[src/hw/rtl/kts_pkg.sv]
package kts_pkg;

	typedef enum logic [3:0] {
		KIND_PROGRAM  = 4'd0,
		KIND_VAR      = 4'd1,
		KIND_BEGIN    = 4'd2,
		KIND_END      = 4'd3,
		KIND_INTEGER  = 4'd4,
		KIND_IDENT    = 4'd5,
		KIND_CONSTANT = 4'd6,
		KIND_DOT      = 4'd7,
		KIND_COMMA    = 4'd8,
		KIND_COLON    = 4'd9,
		KIND_SEMI     = 4'd10,
		KIND_EQUALS   = 4'd11,
		KIND_ASSIGN   = 4'd12,
		KIND_UNKNOWN  = 4'd13
	} kind_t;

	// Keywords packed first character highest, right-aligned in the window.
	localparam logic [55:0] KW_PROGRAM = 56'h70726F6772616D;
	localparam logic [55:0] KW_VAR     = 56'h766172;
	localparam logic [55:0] KW_BEGIN   = 56'h626567696E;
	localparam logic [55:0] KW_END     = 56'h656E64;
	localparam logic [55:0] KW_INTEGER = 56'h696E7465676572;

	localparam logic [7:0] CH_COLON  = 8'h3A;
	localparam logic [7:0] CH_EQUALS = 8'h3D;
	localparam logic [7:0] CH_COMMA  = 8'h2C;
	localparam logic [7:0] CH_DOT    = 8'h2E;
	localparam logic [7:0] CH_SEMI   = 8'h3B;
	localparam logic [7:0] CH_SPACE  = 8'h20;
	localparam logic [7:0] CH_CR     = 8'h0D;
	localparam logic [7:0] CH_LF     = 8'h0A;
	localparam logic [7:0] CH_TAB    = 8'h09;

	localparam int QUEUE_DEPTH = 4;
	localparam int QPTR_BITS   = 2;

	typedef struct packed {
		kind_t       kind;
		logic [7:0]  length;
		logic        sat;
		logic [31:0] offset;
		logic        last;
	} res_t;

	// Up to two tokens per input transaction; push1 is only set with push0.
	typedef struct packed {
		logic push0;
		logic push1;
		res_t r0;
		res_t r1;
	} push_t;

	function automatic kind_t word_kind(input logic [55:0] window, input logic [7:0] len,
			input logic ovf);
		kind_t k;
		k = KIND_IDENT;
		if (!ovf) begin
			priority if (len == 8'd7 && window == KW_PROGRAM) k = KIND_PROGRAM;
			else if (len == 8'd3 && window == KW_VAR) k = KIND_VAR;
			else if (len == 8'd5 && window == KW_BEGIN) k = KIND_BEGIN;
			else if (len == 8'd3 && window == KW_END) k = KIND_END;
			else if (len == 8'd7 && window == KW_INTEGER) k = KIND_INTEGER;
			else k = KIND_IDENT;
		end
		return k;
	endfunction

endpackage

[src/hw/rtl/keyword_token_scanner_top.sv]
// The first token of a character transaction passes the input register and then the
// result queue before m_tvalid rises; a full queue can stall it in the input register.
// Throughput: one input transaction per cycle while the queue has room; output drains
// one token per cycle while m_tready is high; tokens beyond that wait in a 4-entry queue.
// The input register refills while the queue has two free entries.
// Reset (arst_n low, asynchronous): scanner idle, offset counter zero, queue empty.
module keyword_token_scanner_top #(
	parameter int LENGTH_LIMIT = 255,
	parameter int OFFSET_BITS  = 32
) (
	input  logic        clk,
	input  logic        arst_n,
	input  logic        s_tvalid,
	output logic        s_tready,
	input  logic [7:0]  s_tdata,   // [7:0] char_code
	input  logic        s_tuser,   // [0] command (1 = flush)
	output logic        m_tvalid,
	input  logic        m_tready,
	output logic [47:0] m_tdata,   // [3:0] token_kind, [11:4] token_length,
	                               // [12] length_saturated, [44:13] start_offset, zero above
	output logic        m_tlast    // last_of_run
);

	logic           valid_s1;
	logic           cmd_s1;
	logic [7:0]     char_s1;
	logic           take_s1;
	logic           room2;
	kts_pkg::push_t push;
	kts_pkg::res_t  out_res;

	assign take_s1  = valid_s1 && room2;
	assign s_tready = !valid_s1 || take_s1;

	always_ff @(posedge clk or negedge arst_n) begin
		if (!arst_n) begin
			valid_s1 <= 1'b0;
		end else if (s_tready) begin
			valid_s1 <= s_tvalid;
		end
	end

	always_ff @(posedge clk) begin
		if (s_tready && s_tvalid) begin
			cmd_s1  <= s_tuser;
			char_s1 <= s_tdata;
		end
	end

	kts_scan #(
		.LENGTH_LIMIT(LENGTH_LIMIT),
		.OFFSET_BITS (OFFSET_BITS)
	) u_scan (
		.clk      (clk),
		.arst_n   (arst_n),
		.item_fire(take_s1),
		.cmd      (cmd_s1),
		.char_code(char_s1),
		.push     (push)
	);

	kts_rqueue u_rqueue (
		.clk      (clk),
		.arst_n   (arst_n),
		.push     (push),
		.push_en  (take_s1),
		.room2    (room2),
		.out_valid(m_tvalid),
		.out_ready(m_tready),
		.out_res  (out_res)
	);

	assign m_tdata = {3'b000, out_res.offset, out_res.sat, out_res.length, out_res.kind};
	assign m_tlast = out_res.last;

endmodule

[src/hw/rtl/kts_scan.sv]
module kts_scan #(
	parameter int LENGTH_LIMIT = 255,
	parameter int OFFSET_BITS  = 32
) (
	input  logic            clk,
	input  logic            arst_n,
	input  logic            item_fire,
	input  logic            cmd,
	input  logic [7:0]      char_code,
	output kts_pkg::push_t  push
);

	localparam int CapInt = (LENGTH_LIMIT < 255) ? LENGTH_LIMIT : 255;
	localparam logic [7:0] LenCap = 8'(CapInt);

	typedef enum logic [1:0] {
		MODE_IDLE   = 2'd0,
		MODE_NUMBER = 2'd1,
		MODE_WORD   = 2'd2,
		MODE_COLON  = 2'd3
	} mode_t;

	mode_t                  mode_q, mode_d;
	logic [55:0]            window_q, window_d;
	logic [7:0]             run_len_q, run_len_d;
	logic                   ovf_q, ovf_d;
	logic [OFFSET_BITS-1:0] start_q, start_d;
	logic [OFFSET_BITS-1:0] counter_q, counter_d;

	logic           is_digit, is_letter, is_blank;
	kts_pkg::res_t  closed_tok, single_tok;
	kts_pkg::kind_t single_kind;

	assign is_digit  = (char_code >= 8'h30) && (char_code <= 8'h39);
	assign is_letter = ((char_code >= 8'h41) && (char_code <= 8'h5A)) ||
	                   ((char_code >= 8'h61) && (char_code <= 8'h7A));
	assign is_blank  = (char_code == kts_pkg::CH_SPACE) || (char_code == kts_pkg::CH_CR) ||
	                   (char_code == kts_pkg::CH_LF) || (char_code == kts_pkg::CH_TAB);

	always_comb begin
		priority if (char_code == kts_pkg::CH_COMMA) single_kind = kts_pkg::KIND_COMMA;
		else if (char_code == kts_pkg::CH_DOT) single_kind = kts_pkg::KIND_DOT;
		else if (char_code == kts_pkg::CH_SEMI) single_kind = kts_pkg::KIND_SEMI;
		else if (char_code == kts_pkg::CH_EQUALS) single_kind = kts_pkg::KIND_EQUALS;
		else single_kind = kts_pkg::KIND_UNKNOWN;
	end

	always_comb begin
		closed_tok.offset = 32'(start_q);
		closed_tok.last   = 1'b1;
		unique case (mode_q)
			MODE_NUMBER: begin
				closed_tok.kind   = kts_pkg::KIND_CONSTANT;
				closed_tok.length = run_len_q;
				closed_tok.sat    = ovf_q;
			end
			MODE_WORD: begin
				closed_tok.kind   = kts_pkg::word_kind(window_q, run_len_q, ovf_q);
				closed_tok.length = run_len_q;
				closed_tok.sat    = ovf_q;
			end
			default: begin
				closed_tok.kind   = kts_pkg::KIND_COLON;
				closed_tok.length = 8'd1;
				closed_tok.sat    = 1'b0;
			end
		endcase
		single_tok.kind   = single_kind;
		single_tok.length = 8'd1;
		single_tok.sat    = 1'b0;
		single_tok.offset = 32'(counter_q);
		single_tok.last   = 1'b1;
	end

	always_comb begin
		mode_d    = mode_q;
		window_d  = window_q;
		run_len_d = run_len_q;
		ovf_d     = ovf_q;
		start_d   = start_q;
		counter_d = counter_q;
		push      = '0;
		push.r0   = closed_tok;
		push.r1   = single_tok;
		if (cmd) begin
			mode_d     = MODE_IDLE;
			push.push0 = (mode_q != MODE_IDLE);
		end else begin
			counter_d = counter_q + 1'b1;
			if ((mode_q == MODE_NUMBER && is_digit) ||
			    (mode_q == MODE_WORD && (is_digit || is_letter))) begin
				if (run_len_q < 8'd7)
					window_d = {window_q[47:0], char_code};
				if (run_len_q < LenCap)
					run_len_d = run_len_q + 8'd1;
				else
					ovf_d = 1'b1;
			end else if (mode_q == MODE_COLON && char_code == kts_pkg::CH_EQUALS) begin
				mode_d            = MODE_IDLE;
				push.push0        = 1'b1;
				push.r0.kind      = kts_pkg::KIND_ASSIGN;
				push.r0.length    = 8'd2;
				push.r0.sat       = 1'b0;
			end else begin
				mode_d = MODE_IDLE;
				if (is_digit || is_letter || char_code == kts_pkg::CH_COLON) begin
					priority if (is_digit) mode_d = MODE_NUMBER;
					else if (is_letter) mode_d = MODE_WORD;
					else mode_d = MODE_COLON;
					window_d  = {48'd0, char_code};
					run_len_d = 8'd1;
					ovf_d     = 1'b0;
					start_d   = counter_q;
				end
				if (!is_blank && !is_digit && !is_letter && char_code != kts_pkg::CH_COLON) begin
					// A one-character token follows any pending token it closes.
					if (mode_q != MODE_IDLE) begin
						push.push0   = 1'b1;
						push.push1   = 1'b1;
						push.r0.last = 1'b0;
					end else begin
						push.push0 = 1'b1;
						push.r0    = single_tok;
					end
				end else begin
					push.push0 = (mode_q != MODE_IDLE);
				end
			end
		end
	end

	always_ff @(posedge clk or negedge arst_n) begin
		if (!arst_n) begin
			mode_q    <= MODE_IDLE;
			window_q  <= '0;
			run_len_q <= '0;
			ovf_q     <= 1'b0;
			start_q   <= '0;
			counter_q <= '0;
		end else if (item_fire) begin
			mode_q    <= mode_d;
			window_q  <= window_d;
			run_len_q <= run_len_d;
			ovf_q     <= ovf_d;
			start_q   <= start_d;
			counter_q <= counter_d;
		end
	end

	a_flush_idles: assert property (@(posedge clk) disable iff (!arst_n)
		item_fire && cmd |=> mode_q == MODE_IDLE)
		else $error("scanner not idle after flush");

	a_run_nonzero: assert property (@(posedge clk) disable iff (!arst_n)
		(mode_q == MODE_NUMBER || mode_q == MODE_WORD) |-> run_len_q != 8'd0)
		else $error("pending run with zero length");

	a_flush_no_advance: assert property (@(posedge clk) disable iff (!arst_n)
		item_fire && cmd |=> $stable(counter_q))
		else $error("flush moved the character offset");

	a_ovf_at_cap: assert property (@(posedge clk) disable iff (!arst_n)
		ovf_q && mode_q != MODE_IDLE |-> run_len_q == LenCap)
		else $error("overflow flag set below the length cap");

endmodule

[src/hw/rtl/kts_rqueue.sv]
module kts_rqueue (
	input  logic           clk,
	input  logic           arst_n,
	input  kts_pkg::push_t push,
	input  logic           push_en,
	output logic           room2,
	output logic           out_valid,
	input  logic           out_ready,
	output kts_pkg::res_t  out_res
);

	kts_pkg::res_t                  mem_q [kts_pkg::QUEUE_DEPTH];
	logic [kts_pkg::QPTR_BITS-1:0]  head_q, tail_q;
	logic [kts_pkg::QPTR_BITS:0]    count_q;
	logic                           pop, wr0, wr1;

	assign out_valid = (count_q != '0);
	assign out_res   = mem_q[head_q];
	assign pop       = out_valid && out_ready;
	assign wr0       = push_en && push.push0;
	assign wr1       = push_en && push.push1;
	// Two free entries are needed, counting the one a pop frees this cycle.
	assign room2     = (count_q <= (kts_pkg::QPTR_BITS+1)'(kts_pkg::QUEUE_DEPTH - 2)) ||
	                   ((count_q == (kts_pkg::QPTR_BITS+1)'(kts_pkg::QUEUE_DEPTH - 1)) && pop);

	always_ff @(posedge clk) begin
		if (wr0)
			mem_q[tail_q] <= push.r0;
		if (wr1)
			mem_q[tail_q + 1'b1] <= push.r1;
	end

	always_ff @(posedge clk or negedge arst_n) begin
		if (!arst_n) begin
			head_q  <= '0;
			tail_q  <= '0;
			count_q <= '0;
		end else begin
			if (pop)
				head_q <= head_q + 1'b1;
			tail_q  <= tail_q + {1'b0, wr0} + {1'b0, wr1};
			count_q <= count_q + {2'b0, wr0} + {2'b0, wr1} - {2'b0, pop};
		end
	end

	a_no_overfill: assert property (@(posedge clk) disable iff (!arst_n)
		count_q <= (kts_pkg::QPTR_BITS+1)'(kts_pkg::QUEUE_DEPTH))
		else $error("result queue overfilled");

	a_pair_order: assert property (@(posedge clk) disable iff (!arst_n)
		wr1 |-> wr0)
		else $error("second token pushed without the first");

	a_push_has_room: assert property (@(posedge clk) disable iff (!arst_n)
		push_en |-> room2)
		else $error("transaction taken without queue space");

endmodule
[config.mk]
export PLATFORM = sky130hd
export DESIGN_NAME = keyword_token_scanner_top
export DESIGN_NICKNAME = d
export VERILOG_FILES = /design/src/hw/rtl/kts_pkg.sv /design/src/hw/rtl/keyword_token_scanner_top.sv /design/src/hw/rtl/kts_scan.sv /design/src/hw/rtl/kts_rqueue.sv
export SDC_FILE = /design/constraint.sdc
export NUM_CORES = 1
export LEC_CHECK = 0
export BUFFER_PORTS_ARGS = -buffer_cell sky130_fd_sc_hd__buf_2
export CORE_MARGIN = 2
export CORE_UTILIZATION = 62
export DETAILED_ROUTE_END_ITERATION = 7
export GPL_TIMING_DRIVEN = 0
export PLACE_DENSITY = 0.8
export SLEW_MARGIN = 40
export SYNTH_ARGS = -nofsm -noshare
export SYNTH_HDL_FRONTEND = slang
export SYNTH_HIERARCHICAL = 1
export SYNTH_SLANG_ARGS = --single-unit
[constraint.sdc]
create_clock -name clk -period 7.3 [get_ports clk]
set_input_delay 1.46 -clock clk [delete_from_list [all_inputs] [get_ports clk]]
set_output_delay 1.46 -clock clk [all_outputs]
set_load 0.005 [all_outputs]
==> metrics.md, run 1 <==
| Metric | Value |
|---|---|
| Outcome | `finished, final reports clean` |
| Post-CTS Setup Bufs | `0` |
| Port Buffers | `60` |
| Leak | `~0.0078 uW` |
| WP data required | `~7500 ps` |
| Crit-path max cell delay | `between 500 and 600 ps` |
| Hold path start | `u_scan/window_q[49]` |
| Worst-margin pin slew | `around 840 ps` |
| Critical path endpoint category | `flop` |
| Clk slew on worst S/H paths | `about 60 ps` |
| Post-DR vias/cell | `roughly 6` |
| First-pass GRT wire length | `56680 um` |
| Largest net degree at the start of global routing | `73` |
| Die height | `169.6 um` |
| Root Buffer | `clkbuf_16` |
| Num CTS Buffers | `36` |
| CP max-delay cell | `or3b_2` |
| Worst min path class | `flop to flop` |
| Hold slack | `around 480 ps` |
| Vias in the first global route | `around 10000` |
| Ys async rst share | `0.4187` |
| Final Setup Violations | `0` |
| Drt initial violations | `approximately 900` |
| Io pins | `64` |
| Layout cells sized above 1 | `0.3785` |
| CP Launch Type | `flop` |
| Mapped Area | `between 15000 and 20000 sq um` |
| Unrepaired setup endpoints after global routing | `false` |
| Diode count | `0` |
| Post-DP HPWL | `about 24000 um` |
| Die area | `28770 sq um` |
| CTS sink count | `332` |
| Drt first pass iters | `6` |
| Crit path DAT | `roughly 4000 ps` |
| Row Count | `60` |
| Period utilization | `0.5136` |
| Initial antenna violation count | `0` |
| Final core utilization | `0.7125` |
| Final hold violation count | `0` |
| Cell count after synthesis | `between 1000 and 1500` |
| Detail Route Antenna Nets | `0` |
| CTS tree | `done` |
| Max-Cap Viols | `0` |
| Crit path from | `char_s1[0]` |
| Core box area | `~27000 sq um` |
| Seq/Total Area, Yosys | `0.5454` |
| Clock Tree Buf Depth | `3` |
| Primary FF master, synth | `edfxtp_1` |
| Vias | `around 10000` |
| Final wirelength | `35240 um` |
| Reg-to-reg startpoint | `char_s1[0]` |
| Max Clock Skew | `about 16 ps` |
| Placed cell count | `around 1600` |
| Max Fclk | `between 200 and 300 MHz` |
| Final min period | `about 3700 ps` |
| Crit-path cells | `buf_2, nor2_1, a22oi_4, a31o_4, buf_2, buf_2, a21oi_1, or3b_2, a21boi_4, buf_8, buf_8, buf_8` |
| Yosys Warn Count | `6` |
| Synth Area per Inst | `14.36 sq um` |
| Cts hold-fix bufs | `0` |
| Final cell count without fillers | `between 1500 and 2000` |
| Reg-to-reg slack, setup | `3550 ps` |
| Synthesis-to-layout area growth | `12.93%` |
| Power Dens Cells | `between 300 and 400 nW/um^2` |
| Per-cell routed wire length | `approximately 21 um` |
| Hold depth | `2` |
| Worst setup path endpoint | `u_rqueue/mem_q[0][22]` |
| Synth Register Bits | `332` |
| Synth cell types | `78` |
| VDD IR max | `0.2232 mV` |
| Nets | `between 1000 and 1500` |
| Worst Setup Path Type | `flop to flop` |
| FF-to-FF End | `u_rqueue/mem_q[0][22]` |
| Worst reg-to-reg path cell count | `12` |
| DRC viols | `0` |
| Slew margin rel. | `0.4336` |
| H-tree depth | `2` |
| GP Congestion | `between 0.9 and 1` |
| Post-synth EDFFs | `about 190` |
| Max FO, Critical Path | `15` |
| Total GRT Usage | `0.2532` |
| Die width | `approximately 170 um` |
| Max-slew violation count | `0` |
| Clk_lat worst skew | `between 500 and 600 ps` |
| Cts repair resizes | `0` |
| Initial Util | `0.6309` |
| Overflow after GRT | `0` |
layout by cell type, fill, tap and decap left out, types with 7 or more instances in the layout:
cell,Yosys,layout
edfxtp_1,193,193
mux2_2,151,151
dfrtp_1,139,139
nand2_1,129,129
buf_2,27,88
mux2_4,80,80
o21ai_0,60,59
mux4_2,46,46
clkbuf_16,0,37
xnor2_1,26,26
nor2_1,26,26
mux2_1,25,25
buf_6,21,24
buf_4,16,20
nand3_1,20,20
inv_1,16,16
nand4_1,15,15
clkbuf_1,8,14
conb_1,3,13
nor4_1,13,13
xor2_1,12,12
and2_1,10,10
buf_8,1,9
ha_1,9,9
nor3_1,9,9
and4_1,9,9
and3_1,8,8
clkinv_2,0,7
or3_1,7,7
a21oi_1,7,7
how the worst min path moves through the flow:
stage / slack (ps) / endpoint
detailed placement: 470 / u_scan/start_q[23]
global placement: 460 / u_scan/start_q[23]
finish: 480 / u_scan/window_q[49]
floorplan: 450 / u_scan/window_q[49]
CTS: 480 / u_scan/start_q[23]
global route: 490 / u_scan/start_q[25]
registers in the layout (all words and copies together) (netlist names), 2 cells and up:
name / cells
u_scan/start_q: 32
u_rqueue/count_q: 3
u_scan/run_len_q: 8
u_rqueue/tail_q: 2
char_s1: 8
u_rqueue/mem_q: 184
u_rqueue/head_q: 2
u_scan/counter_q: 32
u_scan/window_q: 56
u_scan/mode_q: 2
worst max-delay path, delay by kind of cell (launching register included):
kind	cells	cell delay (ps)
compound gates	4	1080
simple gates	2	810
buf+inv	6	1170
flops	1	370
logic make-up after synthesis:
family	after synthesis	synth area share
mux	303	0.2487
fa+ha+maj	12	0.01015
flops	332	0.5454
simple gates	298	0.09639
buf+inv	93	0.03981
compound gates	105	0.03929
other cells	3	0.0006622
xor+xnor	38	0.01957
synthesized netlist by cell type, drive strengths merged (5+ instances only):
cell / n / area share
a21oi: 8 / 0.0026
a21o: 5 / 0.0022
nand2: 129 / 0.028
clkbuf: 8 / 0.0018
and3: 8 / 0.0029
inv: 16 / 0.0035
and2: 11 / 0.0042
nor4bb: 5 / 0.0029
edfxtp: 193 / 0.34
and4: 9 / 0.0046
or3: 7 / 0.0026
nand3: 20 / 0.0059
nand4: 17 / 0.0080
buf: 69 / 0.035
nor4: 13 / 0.0048
xnor2: 26 / 0.013
nor2: 28 / 0.0065
ha: 9 / 0.0066
mux2: 256 / 0.19
dfrtp: 139 / 0.20
nand4b: 5 / 0.0043
nor4b: 5 / 0.0026
nor3: 10 / 0.0032
o21ai: 61 / 0.018
mux4: 46 / 0.061
xor2: 12 / 0.0062
per-stage QoR:
| step | setup WS [ps] | setup TNS [ps] | power [uW] | instance area (sq um) |
|---|---|---|---|---|
| final | 3550 | 0 | 6022 | 19200 |
| after global routing | 3405 | 0 | 6279 | 19200 |
| after floorplan | 1296 | 0 | 3651 | 17040 |
| after CTS | 3536 | 0 | 6066 | 19200 |
| after global placement | -1847 | -244200 | 4187 | 17770 |
| after detailed placement | 3108 | 0 | 4276 | 18040 |
metal layers:
metal  global-route usage  routed length [um]  up-vias
met3              0.04035                1960       48
met2               0.4222               17360      319
met1               0.3535               15290     5146
met5                    0                   0        -
met4              0.06094                 626        0
li1                     -                   -     4684
power by group:
part	internal (uW)	leakage [uW]	total, uW	switching, uW
Combinational	866	0.00359	1780	913
Clock	1070	0.000572	1780	715
Sequential	2310	0.00368	2460	151
Total	4240	0.00784	6020	1780
final cells by class:
type | instances | area (sq um)
Inverter | 16 | 60.06
Timing Repair Buffer | 78 | 536.8
Multi-Input combinational cell | 769 | 7122
Sequential cell | 332 | 9274
Fill cell | 1754 | 7749
Buffer | 77 | 616.8
Clock inverter | 19 | 176.4
Clock buffer | 46 | 989.7
Tap cell | 341 | 426.7
Power figures use the tool's default switching activity.
==> run 2: changes to the inputs <==
--- a/config.mk
+++ b/config.mk
@@ -7,10 +7,10 @@
 export LEC_CHECK = 0
 export BUFFER_PORTS_ARGS = -buffer_cell sky130_fd_sc_hd__buf_2
 export CORE_MARGIN = 2
-export CORE_UTILIZATION = 62
+export CORE_UTILIZATION = 56
 export DETAILED_ROUTE_END_ITERATION = 7
 export GPL_TIMING_DRIVEN = 0
-export PLACE_DENSITY = 0.8
+export PLACE_DENSITY = 0.76
 export SLEW_MARGIN = 40
 export SYNTH_ARGS = -nofsm -noshare
 export SYNTH_HDL_FRONTEND = slang
==> constraint.sdc (replaced) <==
create_clock -name clk -period 3.2 [get_ports clk]
set_input_delay 0.64 -clock clk [delete_from_list [all_inputs] [get_ports clk]]
set_output_delay 0.64 -clock clk [all_outputs]
set_load 0.005 [all_outputs]
==> run 2 against run 1 <==
Clock power is 130% higher; register-to-register slack worse by 3500 ps; cell count is 3.3% higher; routed wire length is 3.7% higher; non-clock buffer count is 6 higher; final area is 1.5% higher; global-route usage is 1.8 points lower; maximum frequency is 18% higher; clock skew is 4.9 ps higher; first-iteration DRC count is 6.7% lower; worst hold slack worse by 180 ps.
==> metrics.md, run 2 (synthesis results as in run 1) <==
| Metric | Value |
|---|---|
| Max Fclk | `314.7 MHz (+18%)` |
| Die height | `178.3 um (+5.1%)` |
| Clk_lat worst skew | `530 ps (about the same)` |
| Root Buffer | `clkbuf_16` |
| Max reg flops | `184 (unchanged)` |
| Setup slack after layout | `22.52 ps (-3528 ps)` |
| Vias | `10370 (+1.7%)` |
| Final Setup Violations | `0 (unchanged)` |
| Synthesis-to-layout area growth | `14.67%` |
| Critical path endpoint category | `flop` |
| Nets | `1341 (+0.45%)` |
| Crit path DAT | `3580 ps (-390 ps)` |
| Io pins | `64 (unchanged)` |
| CTS sink count | `332 (unchanged)` |
| Worst min path class | `input pin to flop` |
| Pre-CTS setup slack | `-277.0 ps (-3385 ps)` |
| Most flop-heavy register | `u_rqueue/mem_q` |
| Per-cell routed wire length | `21.07 um (+0.34%)` |
| Worst-margin pin slew | `800.9 ps (-38.04 ps)` |
| Num CTS Buffers | `36 (unchanged)` |
| Detail Route Antenna Nets | `0 (unchanged)` |
| Layout cells sized above 1 | `0.3884 (+0.009934)` |
| Final setup TNS | `0 ps (unchanged)` |
| Overflow after GRT | `0 (unchanged)` |
| Row Count | `63 (+5.0%)` |
| Largest net degree at the start of global routing | `70 (-4.1%)` |
| Post-DR vias/cell | `5.982 (-1.6%)` |
| Max-Cap Viols | `0 (unchanged)` |
| Final min period | `3177 ps (-572.1 ps)` |
| Leak | `0.007930 uW (+1.2%)` |
| Final cell count without fillers | `1734 (+3.3%)` |
| Die area | `31770 sq um (+10%)` |
| Core box area | `29800 sq um (+11%)` |
| Diode count | `0 (unchanged)` |
| Slew margin rel. | `0.4593 (+0.02569)` |
| Most common cell after layout, fill and taps aside | `edfxtp_1` |
| Post-DP HPWL | `24540 um (+2.7%)` |
| Final wirelength | `36540 um (+3.7%)` |
| Power Dens Cells | `716.2 nW/um^2 (+130%)` |
| DRC viols | `0 (unchanged)` |
| H-tree depth | `2 (unchanged)` |
| Initial antenna violation count | `0 (unchanged)` |
| Max-slew violation count | `0 (unchanged)` |
| Hold slack | `295.3 ps (-183.4 ps)` |
| Total GRT Usage | `0.2356 (-0.01755)` |
| Unrepaired setup endpoints after global routing | `true` |
| Period utilization | `0.9930 (+0.4793)` |
| Final hold violation count | `0 (unchanged)` |
| Vias in the first global route | `10350 (-1.2%)` |
| Clock Tree Buf Depth | `3 (unchanged)` |
| Placed cell count | `1659 (+2.9%)` |
| Post-Place Cell Area | `18210 sq um (+0.97%)` |
| Port Buffers | `60 (unchanged)` |
| GP Congestion | `0.8905 (-2.1%)` |
| Initial Util | `0.5707 (-0.06025)` |
| Max FO, Critical Path | `10 (-5)` |
| Most frequent cells in the layout | `edfxtp_1, mux2_2, dfrtp_1` |
| WP data required | `3600 ps (-3920 ps)` |
| VDD IR max | `0.4758 mV (+110%)` |
| CP Launch Type | `flop` |
| Final Instance Area | `19500 sq um (+1.5%)` |
| Outcome | `finished, final reports clean` |
| Die width | `178.3 um (+5.1%)` |
| First-pass GRT wire length | `57620 um (+1.6%)` |
| Drt first pass iters | `6 (unchanged)` |
| Biggest regs | `u_rqueue/mem_q (184), u_scan/window_q (56)` |
| Clk slew on worst S/H paths | `60 ps (about the same)` |
| Max Clock Skew | `21.13 ps (+4.879 ps)` |
| Drt initial violations | `842 (-6.7%)` |
| CTS tree | `done` |
| Worst Setup Path Type | `flop to flop` |
[run 2: cell types whose count changed in the layout (fill, tap and decap cells not counted), sizes merged]
cell         before  now
clkbuf           54   50
inv              18   17
buf             147  152
clkinv           12   19
clkinvlp          2    0
dlygate4sd3       0    1
bufinv            3    4
[run 2: power by group]
group	internal, uW	leakage (uW)	total, uW	switching (uW)
Combinational	2060	0.00366	4210	2150
Clock	2450	0.000588	4140	1690
Sequential	5270	0.00368	5620	344
[run 2: final timing paths]
kind | start | endpoint | slack (ps) | depth (start not counted)
hold / removal | s_tdata[6] | char_s1[6] | 300 | 1
setup / recovery | u_scan/mode_q[1] | u_rqueue/count_q[2] | 20 | 14
min in group asynchronous | arst_n | u_scan/window_q[22] | 500 | 2
hold reg to reg | u_scan/start_q[24] | u_scan/start_q[24] | 480 | 1
max in group asynchronous | arst_n | u_scan/counter_q[10] | 2140 | 3
setup reg to reg | u_scan/mode_q[1] | u_rqueue/count_q[2] | 20 | 14
[run 2: per-layer routing]
layer | wire length (um) | vias up | share of wire | GRT usage
met5 | 0 | - | 0 | 0
met4 | 868 | 0 | 0.024 | 0.06809
met3 | 1609 | 69 | 0.044 | 0.02899
met2 | 17990 | 317 | 0.49 | 0.3892
met1 | 16070 | 5248 | 0.44 | 0.3311
li1 | - | 4739 | - | -
[run 2: cell type report]
type	instances	area [sq um]
clock inverter	24	247.7
sequential	332	9274
timing repair buffer	84	631.9
inverter	16	60.06
clock buffer	42	943.4
fill	2088	10300
tap	390	488.0
buffer	77	641.9
multi-input combinational	769	7212
[run 2: worst max-delay path, cell delays in order (launching register included)]
cell	delay (ps)
dfrtp_1	390
inv_1	80
ha_1	230
inv_1	120
a221oi_2	80
a31o_4	240
buf_4	190
buf_6	170
a21oi_4	200
nand2_1	110
ha_1	290
inv_1	50
fa_1	370
fa_1	390
xnor2_1	140
[run 2: per-stage QoR]
step | power (uW) | utilization
floorplan | 8403 | -
global placement | 9613 | 0.6027
detailed placement | 9842 | 0.6112
CTS | 14030 | 0.6523
global route | 14590 | 0.6544
finish | 13970 | 0.6544
[run 2: what timing repair did]
item | CTS | global route
pin swaps | 2 | 3
endpoints found under the hold margin | 6 | 0
setup endpoints to repair | 43 | 81
buffers inserted | 3 | 5
hold buffers | 1 | 0
resized for setup | 0 | 6
cloned | 0 | 0
==> run 3: changes to the inputs <==
--- a/config.mk
+++ b/config.mk
@@ -5,12 +5,13 @@
 export SDC_FILE = /design/constraint.sdc
 export NUM_CORES = 1
 export LEC_CHECK = 0
+export ABC_AREA = 1
 export BUFFER_PORTS_ARGS = -buffer_cell sky130_fd_sc_hd__buf_2
 export CORE_MARGIN = 2
-export CORE_UTILIZATION = 56
+export CORE_UTILIZATION = 50
 export DETAILED_ROUTE_END_ITERATION = 7
 export GPL_TIMING_DRIVEN = 0
-export PLACE_DENSITY = 0.76
+export PLACE_DENSITY = 0.69
 export SLEW_MARGIN = 40
 export SYNTH_ARGS = -nofsm -noshare
 export SYNTH_HDL_FRONTEND = slang
==> run 3 against run 2 <==
Register-to-register slack improved by 120 ps; first-iteration DRC count rose by 76%; critical path depth up 6; utilization is 6.9 points lower; largest power group is now combinational logic; highest routed layer unchanged.
==> metrics.md, run 3 <==
| Metric | Value |
|---|---|
| CTS tree | `done` |
| Total GRT Usage | `0.2679 (+0.03231)` |
| VDD IR max | `0.6708 mV (+41%)` |
| WP data required | `3600 ps (about the same)` |
| Slew margin rel. | `0.4453 (-0.01398)` |
| Vias in the first global route | `14680 (+42%)` |
| H-tree depth | `2 (unchanged)` |
| Final wirelength | `48980 um (+34%)` |
| Initial Util | `0.5091 (-0.06159)` |
| Most flop-heavy register | `u_rqueue/mem_q` |
| Global route hottest layer | `met2` |
| Worst Setup Path Type | `flop to flop` |
| Outcome | `finished, final reports clean` |
| Diode count | `0 (unchanged)` |
| Layout cells sized above 1 | `0.1155 (-0.2729)` |
| Worst-margin pin slew | `825.7 ps (+24.78 ps)` |
| Final core utilization | `0.5853 (-0.06909)` |
| Final hold violation count | `0 (unchanged)` |
| Die area | `36860 sq um (+16%)` |
| Overflow after GRT | `0 (unchanged)` |
| Root Buffer | `clkbuf_16` |
| Final min period | `3057 ps (-120.2 ps)` |
| Max FO, Critical Path | `20 (+10)` |
| Mapped Area | `17670 sq um (+3.9%)` |
| Clock Tree Buf Depth | `3 (unchanged)` |
| Final cell count without fillers | `2845 (+64%)` |
| Cell count after synthesis | `2228 (+88%)` |
| Primary FF master, synth | `edfxtp_1` |
| Num CTS Buffers | `37 (+2.8%)` |
| Max Clock Skew | `39.60 ps (+18.47 ps)` |
| Synth cell count leaders | `nand2_1, nor2_1, edfxtp_1` |
| Core box area | `34710 sq um (+17%)` |
| Seq/Total Area, Yosys | `0.5248 (-0.02062)` |
| Worst min path class | `input pin to flop` |
| Synth Register Bits | `332 (unchanged)` |
| Max-slew violation count | `0 (unchanged)` |
| Synth cell types | `40 (-49%)` |
| Synth top area cells | `edfxtp_1, dfrtp_1, nand2_1, o21ai_0, nand3_1` |
| DRC viols | `0 (unchanged)` |
| Max-Cap Viols | `0 (unchanged)` |
| Clk slew on worst S/H paths | `60 ps (about the same)` |
| Row Count | `68 (+7.9%)` |
| Post-synth EDFFs | `193 (unchanged)` |
| Synthesis-to-layout area growth | `14.97%` |
| Met3 usage | `0.04349 (+0.01450)` |
| Nets | `2386 (+78%)` |
| Port Buffers | `60 (unchanged)` |
| Post-DR vias/cell | `5.422 (-9.4%)` |
| Max Fclk | `327.1 MHz (+3.9%)` |
| Per-cell routed wire length | `17.22 um (-18%)` |
| Most common cell after layout, fill and taps aside | `nand2_1` |
| Die width | `192 um (+7.7%)` |
| Unrepaired setup endpoints after global routing | `true` |
| Detail Route Antenna Nets | `0 (unchanged)` |
| Placed cell count | `2758 (+66%)` |
| Drt first pass iters | `5 (-1)` |
| Initial antenna violation count | `0 (unchanged)` |
| CTS sink count | `332 (unchanged)` |
| Drt initial violations | `1480 (+76%)` |
| Synth Area per Inst | `7.932 sq um (-45%)` |
| Top-count cell post-synth | `nand2_1` |
| Routing usage on met1 | `0.3741 (+0.04295)` |
| Yosys Warn Count | `6 (unchanged)` |
| Ys async rst share | `0.4187 (unchanged)` |
| CP Launch Type | `flop` |
| Met2 Use GR | `0.4270 (+0.03775)` |
| GP Congestion | `0.8837 (-0.76%)` |
| Biggest regs | `u_rqueue/mem_q (184), u_scan/window_q (56)` |
| Period utilization | `0.9554 (-0.03757)` |
| Io pins | `64 (unchanged)` |
| Yosys top cell area share | `0.3280 (-0.01289)` |
| Post-DP HPWL | `33470 um (+36%)` |
| Max reg flops | `184 (unchanged)` |
| First-pass GRT wire length | `76890 um (+33%)` |
| Hold slack | `284.8 ps (-10.53 ps)` |
| Clk_lat worst skew | `550 ps (+20 ps)` |
| Vias | `15430 (+49%)` |
| Crit path DAT | `3460 ps (-120 ps)` |
| Largest net degree at the start of global routing | `57 (-19%)` |
| Final Setup Violations | `0 (unchanged)` |
| Die height | `192 um (+7.7%)` |
| Leak | `0.009373 uW (+18%)` |
| Area leader, netlist | `edfxtp_1` |
| Critical path endpoint category | `flop` |
| Power Dens Cells | `861.5 nW/um^2 (+20%)` |
| Final setup TNS | `0 ps (unchanged)` |
| Most frequent cells in the layout | `nand2_1, nor2_1, edfxtp_1` |
==> run 3: area by class of cell <==
type | instances | area [sq um]
Clock buffer | 53 | 1111
Multi-Input combinational cell | 1597 | 7211
Timing Repair Buffer | 84 | 578.1
Inverter | 183 | 693.2
Tap cell | 455 | 569.3
Buffer | 126 | 726.9
Sequential cell | 332 | 9274
Fill cell | 3121 | 14400
Clock inverter | 15 | 155.1
==> run 3: worst paths after layout <==
kind	from	end	slack (ps)	cells past startpoint
setup / recovery	char_s1[6]	u_rqueue/count_q[2]	140	20
hold / removal	s_tuser	cmd_s1	280	1
setup reg to reg	char_s1[6]	u_rqueue/count_q[2]	140	20
hold reg to reg	u_scan/run_len_q[5]	u_scan/run_len_q[5]	510	2
max in group asynchronous	arst_n	u_scan/start_q[31]	1750	4
min in group asynchronous	arst_n	u_scan/window_q[30]	540	2
==> run 3: worst max-delay path: stages, from the launching register on <==
cell	delay, ps
edfxtp_1	380
inv_1	110
nand2_1	120
nor2_4	140
nand2_1	60
nand2_1	70
nand2_2	100
inv_2	60
nand2_1	40
nand2_1	90
buf_6	140
buf_6	150
nor2_1	60
nand3_2	80
inv_1	50
nand2_2	110
inv_4	70
buf_8	170
fa_1	410
fa_1	380
xnor2_1	140
==> run 3: timing repair <==
item	in CTS	in global routing
endpoints found under the hold margin	30	0
pin swaps	2	4
resized for setup	17	15
buffers inserted	6	11
endpoints found under the setup margin	312	198
gates cloned	2	2
hold buffers	1	0
==> run 3: logic make-up after synthesis <==
kind of cell | share of synthesized area
flip-flops | 0.5248
AND/OR/NAND/NOR | 0.2960
multiplexers | 0.0006372
other | 0.0006372
XOR/XNOR | 0.01883
AO/OA/AOI/OAI | 0.06988
adder cells (fa/ha/maj) | 0.009771
buffers and inverters | 0.07944
==> run 3: metrics by stage <==
step / setup WS [ps] / cell area, sq um / power [uW]
2_1_floorplan: 21.66 / 17720 / 10570
3_3_place_gp: -1157 / 18590 / 12710
3_5_place_dp: -790.5 / 18750 / 12960
4_1_cts: -21.88 / 20160 / 17410
5_1_grt: -25.14 / 20320 / 18650
6_report: 142.8 / 20320 / 17500
==> run 3: layer usage <==
layer  vias to the layer above  part of all wire  wire (um)
li1                       7415                 -          -
met1                      7197              0.43      21000
met2                       706              0.46      22510
met3                       108             0.083       4068
met4                         0             0.029       1398
met5                         -                 0          0
==> run 3: where the power goes <==
part | switching (uW) | internal [uW]
sequential | 502 | 5830
combinational | 4660 | 2140
clock | 1720 | 2660
